--- src/rtl/core/piezo_hit_detector_macros.svh ---
// Assertion macros used by the piezo hit detector controller.
`ifndef PIEZO_HIT_DETECTOR_MACROS_SVH
`define PIEZO_HIT_DETECTOR_MACROS_SVH

// Implication in the same cycle, sampled on clk and disabled during reset.
`define PHD_ASSERT_IMPL(label, ante, cons, msg) \
	label: assert property (@(posedge clk) disable iff (!arst_n) (ante) |-> (cons)) \
		else $error(msg);

// Implication in the next cycle.
`define PHD_ASSERT_NEXT(label, ante, cons, msg) \
	label: assert property (@(posedge clk) disable iff (!arst_n) (ante) |=> (cons)) \
		else $error(msg);

`endif

--- src/rtl/core/phd_pkg.sv ---
// Package with widths, codes, types and the velocity curve builder of the hit detector.
`timescale 1ns / 1ps
package phd_pkg;
	localparam int SAMPLE_W = 14;
	localparam int LEVEL_W = 13;
	localparam int COUNT_W = 16;
	localparam int DECAY_W = 16;
	localparam int FS_W = 14;
	localparam int VEL_W = 7;
	localparam int CFG_DATA_W = 16;
	localparam int CFG_INDEX_W = 3;
	localparam int CURVE_ENTRIES_DEF = 2048;
	localparam int CURVE_MAX = 4096;

	localparam logic [63:0] Q_ONE = 64'd1 << 29;
	localparam logic [63:0] Q_HALF = 64'd1 << 28;
	localparam logic [63:0] Q_BASE = 64'd547608330;

	localparam logic [LEVEL_W-1:0] RST_MIN_THRESHOLD = 13'd250;
	localparam logic [COUNT_W-1:0] RST_SCAN_LENGTH = 16'd160;
	localparam logic [COUNT_W-1:0] RST_MASK_LENGTH = 16'd320;
	localparam logic [DECAY_W-1:0] RST_DECAY_FACTOR = 16'd65396;
	localparam logic [FS_W-1:0] RST_FULL_SCALE = 14'd13000;

	typedef enum logic [CFG_INDEX_W-1:0] {
		REG_MIN_THRESHOLD,
		REG_SCAN_LENGTH,
		REG_MASK_LENGTH,
		REG_DECAY_FACTOR,
		REG_FULL_SCALE
	} reg_index_t;

	typedef enum logic [2:0] {
		ST_IDLE,
		ST_DECAY,
		ST_EVAL,
		ST_START,
		ST_DIV,
		ST_LOOK,
		ST_OUT
	} state_t;

	typedef struct packed {
		logic load_sample;
		logic decay;
		logic eval;
		logic div_start;
		logic look;
		logic load_out;
	} cmd_t;

	typedef struct packed {
		logic scan_done;
		logic div_busy;
		logic out_free;
	} status_t;

	function automatic logic [63:0] qmul(logic [63:0] a, logic [63:0] b);
		return (a * b + Q_HALF) >> 29;
	endfunction

	// Builds the rounded exponential curve, seven bits per entry, entry 0 lowest.
	function automatic logic [CURVE_MAX*VEL_W-1:0] build_curve(int unsigned entries);
		logic [63:0] whole [127];
		logic [63:0] part [CURVE_MAX/128];
		logic [63:0] lo, hi, mid, p, span, e, num, val, k;
		logic [CURVE_MAX*VEL_W-1:0] bits;
		logic [VEL_W-1:0] v;
		int unsigned s, i, j, n, f, q;
		s = entries / 128;
		bits = '0;
		lo = Q_ONE;
		hi = Q_BASE;
		while (lo < hi) begin
			mid = (lo + hi + 64'd1) >> 1;
			p = Q_ONE;
			for (j = 0; j < s; j++)
				p = qmul(p, mid);
			if (p <= Q_BASE)
				lo = mid;
			else
				hi = mid - 64'd1;
		end
		part[0] = Q_ONE;
		for (i = 1; i < s; i++)
			part[i] = qmul(part[i-1], lo);
		whole[0] = Q_ONE;
		for (i = 1; i < 127; i++)
			whole[i] = qmul(whole[i-1], Q_BASE);
		span = whole[126] - Q_ONE;
		for (n = 0; n < 127; n++) begin
			for (f = 0; f < s; f++) begin
				if (n < 126 || f == 0) begin
					e = qmul(whole[n], part[f]);
					num = (e > Q_ONE) ? e - Q_ONE : 64'd0;
					val = 64'd252 * num + span;
					k = 64'd0;
					while ((k + 64'd1) * 64'd2 * span <= val)
						k = k + 64'd1;
					v = VEL_W'(k + 64'd1);
					q = s + n * s + f;
					bits[q*VEL_W +: VEL_W] = v;
					if (n == 0 && f == 0)
						for (j = 0; j < s; j++)
							bits[j*VEL_W +: VEL_W] = v;
					if (n == 126)
						for (j = q + 1; j < entries; j++)
							bits[j*VEL_W +: VEL_W] = v;
				end
			end
		end
		return bits;
	endfunction
endpackage

--- src/rtl/core/phd_ctrl.sv ---
// Controller state machine sequencing the per-item steps of the hit detector.
`timescale 1ns / 1ps
`include "piezo_hit_detector_macros.svh"
module phd_ctrl import phd_pkg::*; (
	input  logic    clk,
	input  logic    arst_n,
	input  logic    in_valid,
	output logic    in_ready,
	input  status_t status,
	output cmd_t    cmd
);
	state_t state_q, state_d;

	always_ff @(posedge clk or negedge arst_n) begin
		if (!arst_n) begin
			state_q <= ST_IDLE;
		end else begin
			state_q <= state_d;
		end
	end

	always_comb begin
		state_d = state_q;
		cmd = '0;
		in_ready = 1'b0;
		unique case (state_q)
			ST_IDLE: begin
				in_ready = 1'b1;
				if (in_valid) begin
					cmd.load_sample = 1'b1;
					state_d = ST_DECAY;
				end
			end
			ST_DECAY: begin
				cmd.decay = 1'b1;
				state_d = ST_EVAL;
			end
			ST_EVAL: begin
				cmd.eval = 1'b1;
				state_d = status.scan_done ? ST_START : ST_IDLE;
			end
			ST_START: begin
				cmd.div_start = 1'b1;
				state_d = ST_DIV;
			end
			ST_DIV: begin
				if (!status.div_busy) state_d = ST_LOOK;
			end
			ST_LOOK: begin
				cmd.look = 1'b1;
				state_d = ST_OUT;
			end
			ST_OUT: begin
				if (status.out_free) begin
					cmd.load_out = 1'b1;
					state_d = ST_IDLE;
				end
			end
			default: state_d = ST_IDLE;
		endcase
	end

	`PHD_ASSERT_NEXT(a_accept_to_decay, in_valid && in_ready, state_q == ST_DECAY, "item accepted but no decay step followed")
	`PHD_ASSERT_IMPL(a_load_when_free, cmd.load_out, status.out_free, "result loaded over an unread result")
	`PHD_ASSERT_NEXT(a_start_busy, cmd.div_start, status.div_busy, "divider did not start")
endmodule

--- config.mk ---
export PLATFORM = sky130hd
export DESIGN_NAME = phd_ctrl
export DESIGN_NICKNAME = d
export VERILOG_FILES = /design/src/rtl/core/phd_pkg.sv /design/src/rtl/core/phd_ctrl.sv
export VERILOG_INCLUDE_DIRS = /design/src /design/src/rtl/core
export SDC_FILE = /design/constraint.sdc
export NUM_CORES = 1
export LEC_CHECK = 0
export BUFFER_PORTS_ARGS = -buffer_cell sky130_fd_sc_hd__buf_2
export CORE_AREA = 2 2 39 41
export DETAILED_ROUTE_END_ITERATION = 10
export DIE_AREA = 0 0 41 43
export RECOVER_POWER = 100
export SLEW_MARGIN = 40
export SYNTH_ARGS = -nofsm -noshare
export SYNTH_HDL_FRONTEND = slang
export SYNTH_SLANG_ARGS = --single-unit
--- constraint.sdc ---
create_clock -name clk -period 1 [get_ports clk]
set_input_delay 0.15 -clock clk [delete_from_list [all_inputs] [get_ports clk]]
set_output_delay 0.15 -clock clk [all_outputs]
set_load 0.01 [all_outputs]
* After elaboration in Yosys (flattened, before gate mapping)
Index checks and enable logic that the tools add are counted.
W data, S select, Z words.
** Word-level totals
- Word-level logic and storage cells :: 26
- Bits of input ports :: 6
- Register bits :: 3
** Cells by class
- Equality and inequality tests :: 9
- Reductions and logical operators :: 2
- Multiplexer cells :: 14
** Operator list (number)
- $pmux W3 S7 :: 1
- $eq A3 B3 Y1 const B :: 3
- $mux W1 :: 9
- $mux W3 :: 3
- $eq A3 B2 Y1 const B :: 2
- $ne A2 B2 Y1 const B :: 3
- $eq A3 B1 Y1 const B :: 1
- $logic_not A3 Y1 :: 1
- $reduce_and A3 Y1 :: 1
- $mux W2 :: 1

* Depth between registers and ports, before layout
- Word-level depth :: 3
- Gate-level depth with buffers :: 4
- Depth with buffers taken out :: 3

* Least setup slack after synthesis
Ideal clock, no wire load.
- Path kind :: register to output
- From :: register state_q[2]
- To :: output cmd[5] (netlist bit)
- Slack :: -0.062 ns
- Required time :: 0.850 ns
- Path buffers :: 1
- Arrival :: 0.912 ns
- Cell stages (with the launch flop) :: 4
- Cell sequence :: dfrtp_1 -> buf_6 -> nand2b_2 -> nor3_1
** RTL lines
- from (decl) :: RTL line phd_ctrl.sv:12 : state_t state_q, state_d;
- from (signal assigned) :: RTL line phd_ctrl.sv:18 : state_q <= state_d;
- to (decl) :: RTL line phd_ctrl.sv:10 : output cmd_t cmd

==> flow_metrics.tcl <==
set metrics [dict create \
    post-route-util_pct 31.01 \
    drv_cap 0 \
    clkSinkCount 3 \
    seqCellArea_sq_um 76.32 \
    drt_iter0_drc 2 \
    rsz0062_at_grt "true" \
    crit_path_end_kind "output port" \
    seq_area_frac_synth_pct 33.71 \
    largest_register_ffs 3 \
    die_x_um 41 \
    netlist.area_leader.share_pct 33.71 \
    reg2regPathDepth 4 \
    grt_pass1_wl_um 993 \
    initial_utilization_pct 16.09 \
    setup_viol 8 \
    syn_area_sq_um 222.7 \
    ir_worst_vdd_v 0.001147 \
    synth_top_cell_by_area "dfrtp_1" \
    drive_above_1_share_pct 65.38 \
    pre_cts_slack_ns -0.06263 \
    critPathKind "reg2out" \
    power.total_mw 1.301 \
    ys_seq_elements 3 \
    cts_tree "yes" \
    num_io_pins 13 \
    antenna_left 0 \
    diodes 0 \
    fmax_ghz 0.7824 \
    crit-reg2reg-launch "state_q[1]" \
    cp.arrival_ns 1.13 \
    die-area_sq_mm 0.001763 \
    clock_skew_ns 0.0005502 \
    synth.area.top_cells "dfrtp_1 (34%), nand2b_4 (12%), nor2_1 (8.4%)" \
    syn_avg_cell_area_sq_um 8.909 \
    routed_via_density 3.985 \
    final_nets 59 \
    period_minus_slack_ns 1.278 \
    die_y_um 43 \
    fin_crit_sh_pct 127.8 \
    grt_max_degree 7 \
    reg2reg_setup_slack_ns -0.03 \
    final-max-slew-violation-count 0 \
    final_cell_area_sq_um 429.2 \
    worst_slack_ns -0.2782 \
    synthDistinctLibCells 17 \
    cts_buffer_depth 2 \
    wire_per_inst_um 9.176 \
    finalSetupTns_ns -1.690 \
    min_path_type "in2reg" \
    n_fill_cell 157 \
    start_kind "flip-flop" \
    first_pass_iters 4 \
    cp.required_ns 0.85 \
    wirelength_um 624 \
    hp-start "status[2]" \
    multi_input_area_sq_um 147.6 \
    io_buffers 12 \
    top_regs "state_q: 3 flops" \
    postPlaceCellArea_sq_um 349.1 \
    synth_fp_nets 31 \
    p_per_area_mw_per_mm2 3031 \
    place_inst 59 \
    regMostFlops "state_q" \
    layout_common_cells "buf_2 (11), buf_4 (10), nor2_1 (5), nand2b_4 (3), clkbuf_4 (3)" \
    insertion_delay_ns 0.23 \
    status "complete, but fails checks" \
    holdPathEnd "state_q[1]" \
    gp_congestion 0.6523 \
    cts-root-buf "clkbuf_4" \
    grt_overflow_total 0 \
    synth_edf_count 0 \
    rows 14 \
    synth_cells 25 \
    failed_checks "setup timing" \
    cts_buffers 3 \
    fin_cells 68 \
    grt_pass1_vias 239 \
    grtUsageTotal_pct 8.871 \
    slew_headroom_pct 89.78 \
    antenna_found_initial 0 \
    areaGrowthSynthToFinish_pct 92.70 \
    drc 0 \
    vias 271 \
    yosys_warnings 0 \
    whs_ns 0.2439 \
    synthArstFlopShare_pct 100.0 \
    tightest_slew_ns 0.1533 \
    regToRegEndpoint "state_q[1]" \
    min_path_cells 3 \
    critPathMaxFanout 4 \
    dpl.hpwl_um 446 \
    p_leak_nw 0.2350 \
    clkTransAtPathRegs_ns 0.04 \
    htreeDepth 1 \
    layout_commonest_cell "buf_2" \
    hold_viol 0 \
    synth_ff_type "dfrtp_1" \
    coreArea_sq_mm 0.001384 \
]
-- worst max-delay path: stages, from the launching register on --
cell	delay [ns]
dfrtp_1	0.39
or2b_1	0.27
nor2_1	0.10
buf_2	0.13
-- timing repair --
action                                  in CTS  in global routing
gates resized for setup                      3                  1
hold buffers                                 1                  0
hold endpoints to repair                     3                  0
pin swaps                                    0                  1
endpoints found under the setup margin       9                  9
buffers inserted                             2                  3
cloned                                       0                  0
-- cell families after synthesis --
group / synth area share (%)
flip-flops: 33.71
AND/OR/NAND/NOR: 42.14
AO/OA/AOI/OAI: 17.41
buffers and inverters: 6.740
-- area by class of cell --
type | count | area share [%]
Sequential cell | 3 | 17.78
Tap cell | 16 | 4.665
Multi-Input combinational cell | 20 | 34.40
Inverter | 1 | 0.8746
Timing Repair Buffer | 24 | 36.15
Clock buffer | 4 | 6.122
-- worst max path at each step --
stage,start,to,slack [ns],depth (start not counted)
floorplan,state_q[1],cmd[1],-0.02,2
global placement,state_q[2],cmd[5],-0.06,3
detailed placement,state_q[2],cmd[5],-0.06,3
CTS,state_q[1],cmd[1],-0.28,3
global route,state_q[0],cmd[1],-0.37,3
finish,state_q[1],cmd[1],-0.28,3
-- layer usage --
metal | up-vias | routed length (um) | global-route usage [%]
met5 | - | 0 | 0
met4 | 0 | 15 | 8.000
met3 | 2 | 42 | 3.141
met2 | 10 | 297 | 11.56
met1 | 123 | 268 | 10.75
li1 | 136 | - | -
-- synth_stat cells, types with 2 or more instances --
master    count
nor3_1        2
nor2_1        5
nand2b_4      2
dfrtp_1       3
-- where the power goes --
group / internal, mW / switching (mW) / leakage [nW] / total (mW)
sequential: 0.182 / 0.0688 / 0.0365 / 0.250
clock: 0.150 / 0.0664 / 0.0150 / 0.216
combinational: 0.498 / 0.336 / 0.183 / 0.834
Note: power is estimated with default switching activity, not from simulation.
